File: config.mk
export PLATFORM = sky130hd
export DESIGN_NAME = analog_key_press_velocity_tracker
export DESIGN_NICKNAME = d
export VERILOG_FILES = /design/src/hw/rtl/akpvt_pkg.sv /design/src/hw/rtl/akpvt_ram.sv /design/src/hw/rtl/analog_key_press_velocity_tracker.sv
export SDC_FILE = /design/constraint.sdc
export NUM_CORES = 1
export LEC_CHECK = 0
export ABC_AREA = 1
export BUFFER_PORTS_ARGS = -buffer_cell sky130_fd_sc_hd__buf_2
export CORE_MARGIN = 5
export CORE_UTILIZATION = 50
export CTS_BUF_LIST = sky130_fd_sc_hd__clkbuf_4 sky130_fd_sc_hd__clkbuf_8
export DETAILED_ROUTE_END_ITERATION = 8
export PLACE_DENSITY = 0.69
export SLEW_MARGIN = 10
export SYNTH_ARGS = -nofsm -noshare
export SYNTH_HDL_FRONTEND = slang
export SYNTH_SLANG_ARGS = --single-unit
File: constraint.sdc
create_clock -name clk -period 13.96 [get_ports clk]
set_input_delay 2.792 -clock clk [delete_from_list [all_inputs] [get_ports clk]]
set_output_delay 2.792 -clock clk [all_outputs]
set_load 0.02 [all_outputs]
File: src/hw/rtl/akpvt_pkg.sv
// package for the analog key press velocity tracker
// phase codes, register indexes, per-key state record and field widths
// no dependencies
`timescale 1ns / 1ps

package akpvt_pkg;

	// field widths
	localparam int KEY_W    = 4;
	localparam int TRAVEL_W = 13;
	localparam int SPEED_W  = 16;
	localparam int PHASE_W  = 3;
	localparam int FORCE_W  = 8;
	localparam int SCALE_W  = 24;
	localparam int CFG_IDX_W  = 3;
	localparam int CFG_DATA_W = 24;
	localparam int S_TDATA_W  = 40;
	localparam int M_TDATA_W  = 24;

	// key phases
	localparam logic [PHASE_W-1:0] PH_UP        = 3'd0;
	localparam logic [PHASE_W-1:0] PH_UP_CONF   = 3'd1;
	localparam logic [PHASE_W-1:0] PH_FALL      = 3'd2;
	localparam logic [PHASE_W-1:0] PH_FALL_CONF = 3'd3;
	localparam logic [PHASE_W-1:0] PH_DOWN      = 3'd4;
	localparam logic [PHASE_W-1:0] PH_DOWN_CONF = 3'd5;
	localparam logic [PHASE_W-1:0] PH_RISE      = 3'd6;
	localparam logic [PHASE_W-1:0] PH_RISE_CONF = 3'd7;

	// configuration register indexes
	localparam logic [CFG_IDX_W-1:0] CFG_REL_LEVEL     = 3'd0;
	localparam logic [CFG_IDX_W-1:0] CFG_PRS_LEVEL     = 3'd1;
	localparam logic [CFG_IDX_W-1:0] CFG_SPEED_FLOOR   = 3'd2;
	localparam logic [CFG_IDX_W-1:0] CFG_SPEED_CEILING = 3'd3;
	localparam logic [CFG_IDX_W-1:0] CFG_FORCE_SCALE   = 3'd4;

	// register reset values
	localparam logic [TRAVEL_W-1:0] REL_LEVEL_RST     = 13'd3277;
	localparam logic [TRAVEL_W-1:0] PRS_LEVEL_RST     = 13'd819;
	localparam logic [SPEED_W-1:0]  SPEED_FLOOR_RST   = 16'd0;
	localparam logic [SPEED_W-1:0]  SPEED_CEILING_RST = 16'hFFFF;
	localparam logic [SCALE_W-1:0]  FORCE_SCALE_RST   = 24'd255;

	localparam logic [FORCE_W-1:0] FORCE_MAX = 8'hFF;

	// per-key state word kept in the state memory
	typedef struct packed {
		logic [PHASE_W-1:0] phase;
		logic [SPEED_W-1:0] peak;
		logic               pressed;
		logic [FORCE_W-1:0] force_lvl;
	} key_rec_t;

	localparam int STATE_W = $bits(key_rec_t);

endpackage

File: src/hw/rtl/akpvt_ram.sv
// generic single-write, single-read memory with registered read data
// used for the per-key state store; no dependencies
`timescale 1ns / 1ps

module akpvt_ram #(
	parameter int WIDTH = 8,
	parameter int DEPTH = 16
) (
	input  logic                                   clk,
	input  logic                                   we,
	input  logic [((DEPTH > 1) ? $clog2(DEPTH) : 1)-1:0] waddr,
	input  logic [WIDTH-1:0]                       wdata,
	input  logic                                   re,
	input  logic [((DEPTH > 1) ? $clog2(DEPTH) : 1)-1:0] raddr,
	output logic [WIDTH-1:0]                       rdata
);

	logic [WIDTH-1:0] mem_q [DEPTH];
	logic [WIDTH-1:0] rdata_q;

	// write port
	always_ff @(posedge clk) begin
		if (we) begin
			mem_q[waddr] <= wdata;
		end
	end

	// registered read port, holds while not enabled
	always_ff @(posedge clk) begin
		if (re) begin
			rdata_q <= mem_q[raddr];
		end
	end

	assign rdata = rdata_q;

endmodule

File: src/hw/rtl/analog_key_press_velocity_tracker.sv
// analog key press velocity tracker, top level
// depends on akpvt_pkg and akpvt_ram
`timescale 1ns / 1ps

// Usage
// Input stream (s_*): one transaction per key sample, tdata holds the key id,
// travel and speed. Output stream (m_*): one transaction per sample with the
// key's new phase, pressed bit, press and release events and latched force.
// Configuration: cfg_we writes cfg_wdata into register cfg_index. The user must
// write only while no sample is in flight; the block does not enforce this.
// Data path: a taken sample is held in the update stage registers, and its result
// is then registered into the result register that drives the m_* port.
// Throughput: one sample per cycle while the output is not stalled. The per-key
// state sits in a memory with registered read; the read is issued when a sample
// is taken and the updated state is written back when it leaves the update
// stage, with the last write forwarded when the next sample hits the same key.
// Reset: all keys go to the up phase with zero peak, pressed bit and force
// (per-key valid flags make unwritten entries read as zero), and registers
// take their default values. No clearing pass is needed.
// Stall: while a result waits and m_tready is low the result register holds; one
// more sample may sit in the update stage, after which s_tready drops.

module analog_key_press_velocity_tracker
	import akpvt_pkg::*;
#(
	parameter int KEY_COUNT = 16
) (
	input  logic                  clk,
	input  logic                  arst_n,
	// input stream
	input  logic                  s_tvalid,
	output logic                  s_tready,
	input  logic [S_TDATA_W-1:0]  s_tdata,  // key_id[3:0], travel[16:4], speed[32:17], zero pad
	// output stream
	output logic                  m_tvalid,
	input  logic                  m_tready,
	output logic [M_TDATA_W-1:0]  m_tdata,  // key_number[3:0], phase[6:4], pressed[7],
	                                        // press_event[8], release_event[9], force_res[17:10]
	// configuration
	input  logic                  cfg_we,
	input  logic [CFG_IDX_W-1:0]  cfg_index,
	input  logic [CFG_DATA_W-1:0] cfg_wdata
);

	localparam int AW = (KEY_COUNT > 1) ? $clog2(KEY_COUNT) : 1;
	localparam logic [KEY_W:0] KEY_LIMIT = (KEY_W + 1)'(KEY_COUNT);

	// configuration registers
	logic [TRAVEL_W-1:0] rel_level_q, prs_level_q;
	logic [SPEED_W-1:0]  speed_floor_q, speed_ceiling_q;
	logic [SCALE_W-1:0]  force_scale_q;

	always_ff @(posedge clk or negedge arst_n) begin
		if (!arst_n) begin
			rel_level_q     <= REL_LEVEL_RST;
			prs_level_q     <= PRS_LEVEL_RST;
			speed_floor_q   <= SPEED_FLOOR_RST;
			speed_ceiling_q <= SPEED_CEILING_RST;
			force_scale_q   <= FORCE_SCALE_RST;
		end else if (cfg_we) begin
			case (cfg_index)
				CFG_REL_LEVEL:     rel_level_q     <= cfg_wdata[TRAVEL_W-1:0];
				CFG_PRS_LEVEL:     prs_level_q     <= cfg_wdata[TRAVEL_W-1:0];
				CFG_SPEED_FLOOR:   speed_floor_q   <= cfg_wdata[SPEED_W-1:0];
				CFG_SPEED_CEILING: speed_ceiling_q <= cfg_wdata[SPEED_W-1:0];
				CFG_FORCE_SCALE:   force_scale_q   <= cfg_wdata[SCALE_W-1:0];
				default: ;
			endcase
		end
	end

	// input fields
	logic [KEY_W-1:0]    in_key;
	logic [TRAVEL_W-1:0] in_travel;
	logic [SPEED_W-1:0]  in_speed;
	logic                in_range;
	logic                s_accept;

	assign in_key    = s_tdata[KEY_W-1:0];
	assign in_travel = s_tdata[KEY_W +: TRAVEL_W];
	assign in_speed  = s_tdata[KEY_W+TRAVEL_W +: SPEED_W];
	assign in_range  = {1'b0, in_key} < KEY_LIMIT;

	// pipeline control
	logic valid_s1, out_valid_q, adv_s1;
	assign adv_s1   = valid_s1 && (!out_valid_q || m_tready);
	assign s_tready = !valid_s1 || adv_s1;
	assign s_accept = s_tvalid && s_tready;

	// update stage registers
	logic [KEY_W-1:0]    key_s1;
	logic [TRAVEL_W-1:0] travel_s1;
	logic [SPEED_W-1:0]  speed_s1;
	logic                range_s1;

	always_ff @(posedge clk or negedge arst_n) begin
		if (!arst_n) begin
			valid_s1 <= 1'b0;
		end else if (s_tready) begin
			valid_s1 <= s_tvalid;
		end
	end

	always_ff @(posedge clk) begin
		if (s_accept) begin
			key_s1    <= in_key;
			travel_s1 <= in_travel;
			speed_s1  <= in_speed;
			range_s1  <= in_range;
		end
	end

	// state memory
	key_rec_t rd_state, nxt_state;
	logic     wr_en;

	assign wr_en = adv_s1 && range_s1;

	akpvt_ram #(
		.WIDTH(STATE_W),
		.DEPTH(KEY_COUNT)
	) u_state_ram (
		.clk   (clk),
		.we    (wr_en),
		.waddr (key_s1[AW-1:0]),
		.wdata (nxt_state),
		.re    (s_accept && in_range),
		.raddr (in_key[AW-1:0]),
		.rdata (rd_state)
	);

	// per-key written flags, an unwritten key reads as the reset state
	logic [KEY_COUNT-1:0] written_q;

	always_ff @(posedge clk or negedge arst_n) begin
		if (!arst_n) begin
			written_q <= '0;
		end else if (wr_en) begin
			written_q[key_s1[AW-1:0]] <= 1'b1;
		end
	end

	// last write, forwarded when the read raced it
	logic             fwd_valid_q;
	logic [AW-1:0]    fwd_key_q;
	key_rec_t         fwd_state_q;

	always_ff @(posedge clk or negedge arst_n) begin
		if (!arst_n) begin
			fwd_valid_q <= 1'b0;
		end else if (wr_en) begin
			fwd_valid_q <= 1'b1;
		end
	end

	always_ff @(posedge clk) begin
		if (wr_en) begin
			fwd_key_q   <= key_s1[AW-1:0];
			fwd_state_q <= nxt_state;
		end
	end

	key_rec_t cur_state;

	always_comb begin
		if (fwd_valid_q && fwd_key_q == key_s1[AW-1:0]) begin
			cur_state = fwd_state_q;
		end else if (written_q[key_s1[AW-1:0]]) begin
			cur_state = rd_state;
		end else begin
			cur_state = '0;
		end
	end

	// force from the running peak: clamp at ceiling and floor, then (peak - floor) * scale / 65536, rounded and saturated
	logic [SPEED_W-1:0]         peak_upd;
	logic [SPEED_W-1:0]         peak_diff;
	logic [SPEED_W+SCALE_W-1:0] prod;
	logic [SPEED_W+SCALE_W:0]   rounded;
	logic [SCALE_W:0]           scaled;
	logic [FORCE_W-1:0]         force_new;

	assign peak_upd  = (speed_s1 > cur_state.peak) ? speed_s1 : cur_state.peak;
	assign peak_diff = peak_upd - speed_floor_q;
	assign prod      = peak_diff * force_scale_q;
	assign rounded   = {1'b0, prod} + (SPEED_W + SCALE_W + 1)'(32768);
	assign scaled    = rounded[SPEED_W+SCALE_W:16];

	always_comb begin
		if (peak_upd >= speed_ceiling_q) begin
			force_new = FORCE_MAX;
		end else if (peak_upd <= speed_floor_q) begin
			force_new = '0;
		end else if (|scaled[SCALE_W:FORCE_W]) begin
			force_new = FORCE_MAX;
		end else begin
			force_new = scaled[FORCE_W-1:0];
		end
	end

	// phase machine
	logic above_up, above_low, press_ev, release_ev;

	assign above_up  = travel_s1 > rel_level_q;
	assign above_low = travel_s1 > prs_level_q;

	always_comb begin
		nxt_state  = cur_state;
		press_ev   = 1'b0;
		release_ev = 1'b0;
		case (cur_state.phase)
			PH_UP: begin
				if (!above_up) nxt_state.phase = PH_UP_CONF;
			end
			PH_UP_CONF: begin
				if (above_up) begin
					nxt_state.phase = PH_UP;
				end else begin
					nxt_state.phase = PH_FALL;
					nxt_state.peak  = speed_s1;
				end
			end
			PH_FALL: begin
				if (above_up) begin
					nxt_state.phase = PH_UP;
					nxt_state.peak  = '0;
				end else begin
					nxt_state.peak = peak_upd;
					if (!above_low) nxt_state.phase = PH_FALL_CONF;
				end
			end
			PH_FALL_CONF: begin
				if (above_low) begin
					nxt_state.phase = PH_FALL;
				end else begin
					nxt_state.peak      = peak_upd;
					nxt_state.pressed   = 1'b1;
					nxt_state.force_lvl = force_new;
					nxt_state.phase     = PH_DOWN;
					press_ev            = 1'b1;
				end
			end
			PH_DOWN: begin
				if (above_low) nxt_state.phase = PH_DOWN_CONF;
			end
			PH_DOWN_CONF: begin
				nxt_state.phase = above_low ? PH_RISE : PH_DOWN;
			end
			PH_RISE: begin
				if (above_up) begin
					nxt_state.phase = PH_RISE_CONF;
				end else if (!above_low) begin
					nxt_state.phase = PH_DOWN;
				end
			end
			default: begin
				if (above_up) begin
					nxt_state.pressed = 1'b0;
					nxt_state.phase   = PH_UP;
					release_ev        = 1'b1;
				end else begin
					nxt_state.phase = PH_RISE;
				end
			end
		endcase
	end

	// result register
	logic [M_TDATA_W-1:0] out_data_q;
	logic [M_TDATA_W-1:0] result;

	always_comb begin
		result = '0;
		result[KEY_W-1:0] = key_s1;
		if (range_s1) begin
			result[KEY_W +: PHASE_W]       = nxt_state.phase;
			result[KEY_W+PHASE_W]          = nxt_state.pressed;
			result[KEY_W+PHASE_W+1]        = press_ev;
			result[KEY_W+PHASE_W+2]        = release_ev;
			result[KEY_W+PHASE_W+3 +: FORCE_W] = nxt_state.force_lvl;
		end
	end

	always_ff @(posedge clk or negedge arst_n) begin
		if (!arst_n) begin
			out_valid_q <= 1'b0;
		end else if (!out_valid_q || m_tready) begin
			out_valid_q <= valid_s1;
		end
	end

	always_ff @(posedge clk) begin
		if (adv_s1) begin
			out_data_q <= result;
		end
	end

	assign m_tvalid = out_valid_q;
	assign m_tdata  = out_data_q;

endmodule

==> results of run 1 <==
-- sequential cells by signal, indices dropped and copies added, names as in the netlist, 4 cells and up --
| register | cells |
|---|---|
| u_state_ram.mem_q | 448 |
| u_state_ram.rdata | 28 |
| fwd_state_q | 26 |
| force_scale_q | 24 |
| speed_ceiling_q | 16 |
| speed_floor_q | 16 |
| speed_s1 | 16 |
| written_q | 16 |
| prs_level_q | 13 |
| rel_level_q | 13 |
| travel_s1 | 13 |
| fwd_key_q | 4 |
| key_s1 | 4 |
| m_tdata | 4 |
-- cells in the mapped netlist (all sizes together) (4+ instances only) --
master  count
nor3        9
o21ai     268
nor2      351
o21bai      7
a31oi       8
o211ai    113
xor2        7
mux2i     112
or2        27
o21a       22
buf        53
and3        5
a21oi     237
o31ai      17
and2       15
inv       757
clkinv     11
nand3b      6
nor4        9
dfrtp      64
ha        206
nand2     615
a21boi      4
clkbuf    127
xnor2       7
fa        307
a21o        9
edfxtp    543
nand3     133
a211oi     11
nand4      11
dfstp      37
-- metrics by stage --
step	instances	area [µm²]	worst slack, ns	hold WS (ns)	util
after global routing	5345	45200	0.0318	0.483	0.551
after CTS	5343	45200	0.649	0.470	0.550
after floorplan	4122	41500	3.62	0.421	-
final	5347	45200	0.861	0.465	0.551
after global placement	5155	43000	0.832	0.440	0.524
after detailed placement	5155	43000	0.797	0.453	0.524
-- layout make-up --
type	instances	area share
Tap cell	1070	0.0296
Clock inverter	49	0.0103
Inverter	768	0.0639
Sequential cell	644	0.417
Multi-Input combinational cell	2530	0.421
Antenna cell	3	0.000166
Timing Repair Buffer	144	0.0199
Clock buffer	139	0.0377
-- cell families after synthesis --
group                      after synthesis
buffers and inverters                  948
and+or+nand+nor                       1182
adders and majority gates              513
other                                    1
muxes                                  112
AOI/OAI and AO/OA                      703
DFF                                    644
xor gates and xnor gates                14
-- per-layer routing --
metal	part of all wire	vias to the layer above	wire [µm]	GRT usage
li1	-	13600	-	-
met1	0.41	14100	43300	0.311
met2	0.48	1038	50800	0.399
met3	0.077	225	8170	0.0493
met4	0.040	0	4230	0.0903
met5	0	-	0	0
-- path summary, 6_finish.rpt --
check,start,to,slack (ns),cells past startpoint
setup / recovery,key_s1[0],fwd_state_q[0],0.86,52
hold / removal,written_q[4],written_q[4],0.47,1
setup reg to reg,key_s1[0],fwd_state_q[0],0.86,52
hold reg to reg,written_q[4],written_q[4],0.47,1
max in group asynchronous,arst_n,force_scale_q[9],10.53,2
min in group asynchronous,arst_n,written_q[11],2.04,1
-- timing repair --
action / in CTS / in global routing
endpoints found under the hold margin: 0 / 0
setup endpoints to repair: 0 / 34
gates resized for setup: 0 / 2
==> metrics list, run 1 <==
* Result of the run: completed
* Crit-path max FO: 28
- Synthesis produced a netlist whose cell count is 4,117.
- Sequential cell area in the final layout: 0.0189 mm²
- Part of the cycle the worst path needs: 0.938
* Unrepaired setup endpoints after global routing: false
- In this design, the largest share of critical-path delay is due to adder cells.
- Max Clock Skew: 0.0980 ns
- Share of synthesized flip-flops with an asynchronous set or reset: 0.157
* Slowest cell delay on critical path: 0.67 ns
- Yosys printed 0 warnings.
- Synthesis instantiated 55 different standard cells from the library.
- The routed layout has 29,000 vias.
- Total track usage: 0.239
- Synthesized-area fraction occupied by ao, oa, aoi and oai cells: 0.0975
- Maxcap violations: 0
- The most used flip-flop cell after synthesis is edfxtp_1.
- Fill cells in the final layout number 7,090.
* Critical-path cell with the highest stage delay: edfxtp_1
* Root Buffer Master: clkbuf_8
- The clock period could shrink to 13.10 ns.
- Using the TritonRoute via totals, the vias-per-cell ratio works out to 5.42.
- In this run, the number of DRC markers left after iteration 0 of detailed routing was 2,357.
- Measured along the x axis, the die boundary spans 298 µm.
- Global-route wire length before repair: 166,000 µm
* Cts bufs inserted: 101
- The final layout contains routed wiring with a total length of 106,000 µm.
* Synth Area in XOR/XNOR: 0.00296
- Max Slew Vio Count: 0
- STA puts the critical path data required time at 14.37 ns.
- In the final routed layout, each cell accounts on average for 19.9 µm.
- Biggest area contributors in the synthesized netlist: edfxtp_1 39%, fa_1 15%, inv_1 6.7%
* Highest Clock Rate: 76.3 MHz
- Placed wire-length estimate: 72,000 µm
- Clock latency of the later-clocked register in the worst-skew pair: 0.76 ns
* Setup TNS: 0 ns
* Number of placed I/O pins: 98
- The initial utilization of the core area, before any placement, comes to 0.505.
- For this run, the detailed router's first-pass iteration total came to 6.
* Post-synthesis sequential area ratio: 0.456
* Area inside the core boundary: 0.0821 mm²
* Die Span Y: 298 µm
* Netlist area before placement: 0.0414 mm²
- Startpoint kind of the worst setup timing path: flop
- Of the total synthesized cell area, the portion taken by full adders, half adders and majority gates is 0.211.
- Of the cells placed in the final design, the portion with a size suffix greater than 1 is 0.102.
- For the pin with the worst max-slew slack, the measured transition is 1.22 ns.
- Final hold violations: 0
- Synth Area per Inst: 10.1 µm²
* # setup viols final: 0
* Pin count of the biggest net entering global routing: 182
- Global placement routability congestion: 0.932
* Clock transition time at the flip-flop clock pins of the worst setup and hold paths: 0.06 ns
* Residual DRC count: 0
* Number of buffers on the longest clock path: 3
- For this run the aggregate overflow at the end of global routing stands at 0.
* Number of buffers inserted by hold repair at cts: 0
- Data arrives at the worst endpoint at 13.51 ns.
* Leading cell types in the layout, fill and taps excluded: 738 x inv_1, 608 x nand2_1, 543 x edfxtp_1, 331 x nor2_1, 307 x fa_1
- TritonCTS clock tree: built
- Antenna violations before repair: 3
- Combined area of the multi-input logic cells: 0.0190 mm²
* Type of the most critical hold path: flop to flop
- Measured against the total synthesized area, the mux share comes to 0.0271.
- Of the post-synthesis cell area, the dominant cell type holds 0.393.
* Number of standard-cell rows in the floorplan: 105
* CP Class: flop to flop
* Flops & latches, synth: 644
* Number of enable-type register cells in the synthesized netlist: 543
* Setup Buffers After CTS: 0
* NumNets Final: 4,774
- In this run the tightest slew margin relative to its limit is 0.190.
- The most numerous cell type found on the critical path is nand2_1.
* Vias in the first global route: 29,500
- Of the total synthesized cell area, the portion taken by AND, OR, NAND and NOR gates is 0.117.
- The library cell used most frequently in the layout, excluding fill and tap cells, is inv_1.
- The die covers 0.0887 mm².
* Number of antenna-violating nets in the routed design: 0
* Clock sinks: 644
- The worst setup path is captured at a flop.
* Largest family of logic cells by synthesized area: adder cells
* Maximum level of the CTS H-tree: 3
- Buffers placed on the I/O ports in this run total 84.
- Growth of design area from synthesis to finish: 9.15%
* WP buf/inv: 10
- Cell taking the most area after synthesis: edfxtp_1
Power of run 1 is left out: the tool's default activity adds up to more than one toggle a clock period on the data nets, which glitch-free logic cannot reach.
==> run 2: changes to the inputs <==
--- a/config.mk
+++ b/config.mk
@@ -11,7 +11,9 @@
 export CORE_UTILIZATION = 50
 export CTS_BUF_LIST = sky130_fd_sc_hd__clkbuf_4 sky130_fd_sc_hd__clkbuf_8
 export DETAILED_ROUTE_END_ITERATION = 8
+export GPL_TIMING_DRIVEN = 0
 export PLACE_DENSITY = 0.69
+export SKIP_LAST_GASP = 1
 export SLEW_MARGIN = 10
 export SYNTH_ARGS = -nofsm -noshare
 export SYNTH_HDL_FRONTEND = slang
==> metrics list, run 2 (same netlist as run 1, synthesis figures left out) <==
- The run finished with clean final reports.
- Cts bufs inserted: 103
- Critical-path cell with the highest stage delay: a21oi_2
* Max Slew Vio Count: 0
* Mean number of vias per cell: 5.54
- At the end of the flow, the number of nets in the layout was 4,922.
- Tracing the worst setup path back leads to its startpoint at key_s1[2].
* Slowest cell delay on critical path: 0.74 ns
- The first routing iteration left 2,714 violations.
* Maximum level of the CTS H-tree: 3
- Type of the most critical hold path: flop to flop
* Launch point of the worst reg-to-reg path: key_s1[2]
* Global placement routability congestion: 0.973
- Once detailed placement completed, the half-perimeter wirelength came to 89,400 µm.
- The number of antenna violations at the first check in global routing is 2.
- Startpoint kind of the worst setup timing path: flop
* Aggregate routed wire length: 118,000 µm
- In this run the most critical hold path is launched from key_s1[1].
* Vias in the first global route: 30,900
* Data arrival time at the worst-slack endpoint: 13.54 ns
* Leading cell type in the layout, fill and taps excluded: inv_1
- Part of the cycle the worst path needs: 0.942
- Area inside the core boundary: 0.0821 mm²
* Biggest register: u_state_ram.mem_q
* Max reg flops: 448
* Clock latency of the later-clocked register in the worst-skew pair: 0.75 ns
- Global-route wire length before repair: 182,000 µm
- # setup viols final: 0
* Die width: 298 µm
* Iteration count of the initial detailed-routing pass: 6
- Residual DRC count: 0
* Clock transition time at the flip-flop clock pins of the worst setup and hold paths: 0.06 ns
* Crit-path max FO: 17
* Overall die area: 0.0887 mm²
- Vias: 30,300
- Compared with the post-synthesis result, the final layout area differs by 11.2%.
- Number of placed I/O pins: 98
- The layout has 7,049 filler cells.
- For this configuration, the core starts out at a cell density of 0.505.
* Element type at the critical path end: flop
- Setup repair after global routing left no endpoint under its margin.
- CP Class: flop to flop
- The worst path needs 13.15 ns of the cycle, external delays included.
* Fraction of final layout cells with drive strength greater than 1: 0.102
- For the pin with the worst max-slew slack, the measured transition is 1.32 ns.
* Maxcap violations: 0
- Summed over all failing endpoints, the final setup total negative slack is 0 ns.
- By instance count, the cell type seen most on the critical path is nand2_1.
* Count of input and output buffers: 84
- Entering global routing, the biggest net connects 81 pins.
- Number of buffers inserted by hold repair at cts: 0
* Number of antenna-violating nets in the routed design: 0
- Leftover overflow at the end of global routing: 0
- Root Buffer Master: clkbuf_8
- The longest clock path from root to sink contains 3 buffers.
* Cell Area, Placed: 0.0439 mm²
- Clock sinks: 644
- Clock skew on the completed layout was measured at 0.0584 ns.
* Inst Count DP: 5,303
- Total track usage: 0.265
- After detailed routing, the average wire length per cell comes to 21.5 µm.
* Die Span Y: 298 µm
- The finished cells cover 0.0461 mm².
* Setup Buffers After CTS: 0
- Max_slew headroom: 0.119
- Based on the critical path, the design can be clocked at up to 76.0 MHz.
* Final hold violations: 0
* Leading cell types in the layout, fill and taps excluded: 738 x inv_1, 606 x nand2_1, 543 x edfxtp_1, 329 x nor2_1, 307 x fa_1
* Final std cells w/o fill: 5,480
- Number of standard-cell rows in the floorplan: 105
- TritonCTS clock tree: built
* Required time of the critical path: 14.35 ns
==> run 2: cell types whose count changed in the layout (fill, tap and decap cells not counted), sizes merged <==
cell	change
buf	+20
bufinv	+1
clkbuf	+125
clkinv	-13
clkinvlp	-2
diode	-2
inv	+4
==> run 2: repair_timing <==
item	CTS	global route
setup endpoints to repair	0	136
gates resized for setup	0	14
hold endpoints to repair	0	0
==> run 2: worst max-delay path, delay by kind of cell, from the launching register on <==
family / cells / cell delay (ns)
adder cells (fa/ha/maj): 9 / 4.01
AND/OR/NAND/NOR: 27 / 3.67
AO/OA/AOI/OAI: 9 / 2.43
buffers and inverters: 13 / 2.13
flip-flops: 1 / 0.49
==> run 2: layout make-up <==
type                       count  area [µm²]  share of cell area
antenna                        1        2.50           0.0000543
multi-input combinational   2530       19100               0.415
buffer                       179         792              0.0172
timing repair buffer         111         952              0.0207
tap                         1070        1340              0.0291
inverter                     768        2890              0.0628
sequential                   644       18900               0.410
clock buffer                 138        1720              0.0374
clock inverter                39         354             0.00768
==> run 2: per-stage QoR <==
| stage | hold slack, ns | setup WS, ns | utilization |
|---|---|---|---|
| after detailed placement | 0.440 | 0.228 | 0.535 |
| final | 0.451 | 0.805 | 0.561 |
| after floorplan | 0.421 | 3.62 | - |
| after global routing | 0.475 | 0.0121 | 0.561 |
| after global placement | 0.433 | 0.206 | 0.526 |
| after CTS | 0.455 | 0.110 | 0.560 |
==> run 2: path summary, 6_finish.rpt <==
kind | depth (start not counted) | slack (ns) | endpoint
worst max-delay path | 58 | 0.81 | u_state_ram.mem_q[1][7]
worst min-delay path | 0 | 0.45 | fwd_key_q[1]
worst max register to register | 58 | 0.81 | u_state_ram.mem_q[1][7]
worst min register to register | 0 | 0.45 | fwd_key_q[1]
max in group asynchronous | 2 | 11.21 | force_scale_q[0]
min in group asynchronous | 1 | 1.95 | written_q[5]
==> run 2: layer usage <==
metal,vias up,global-route usage,part of all wire
li1,13900,-,-
met1,14800,0.347,0.40
met2,1346,0.452,0.49
met3,246,0.0417,0.079
met4,0,0.0929,0.038
met5,-,0,0
Power of run 2 is left out for the same reason.
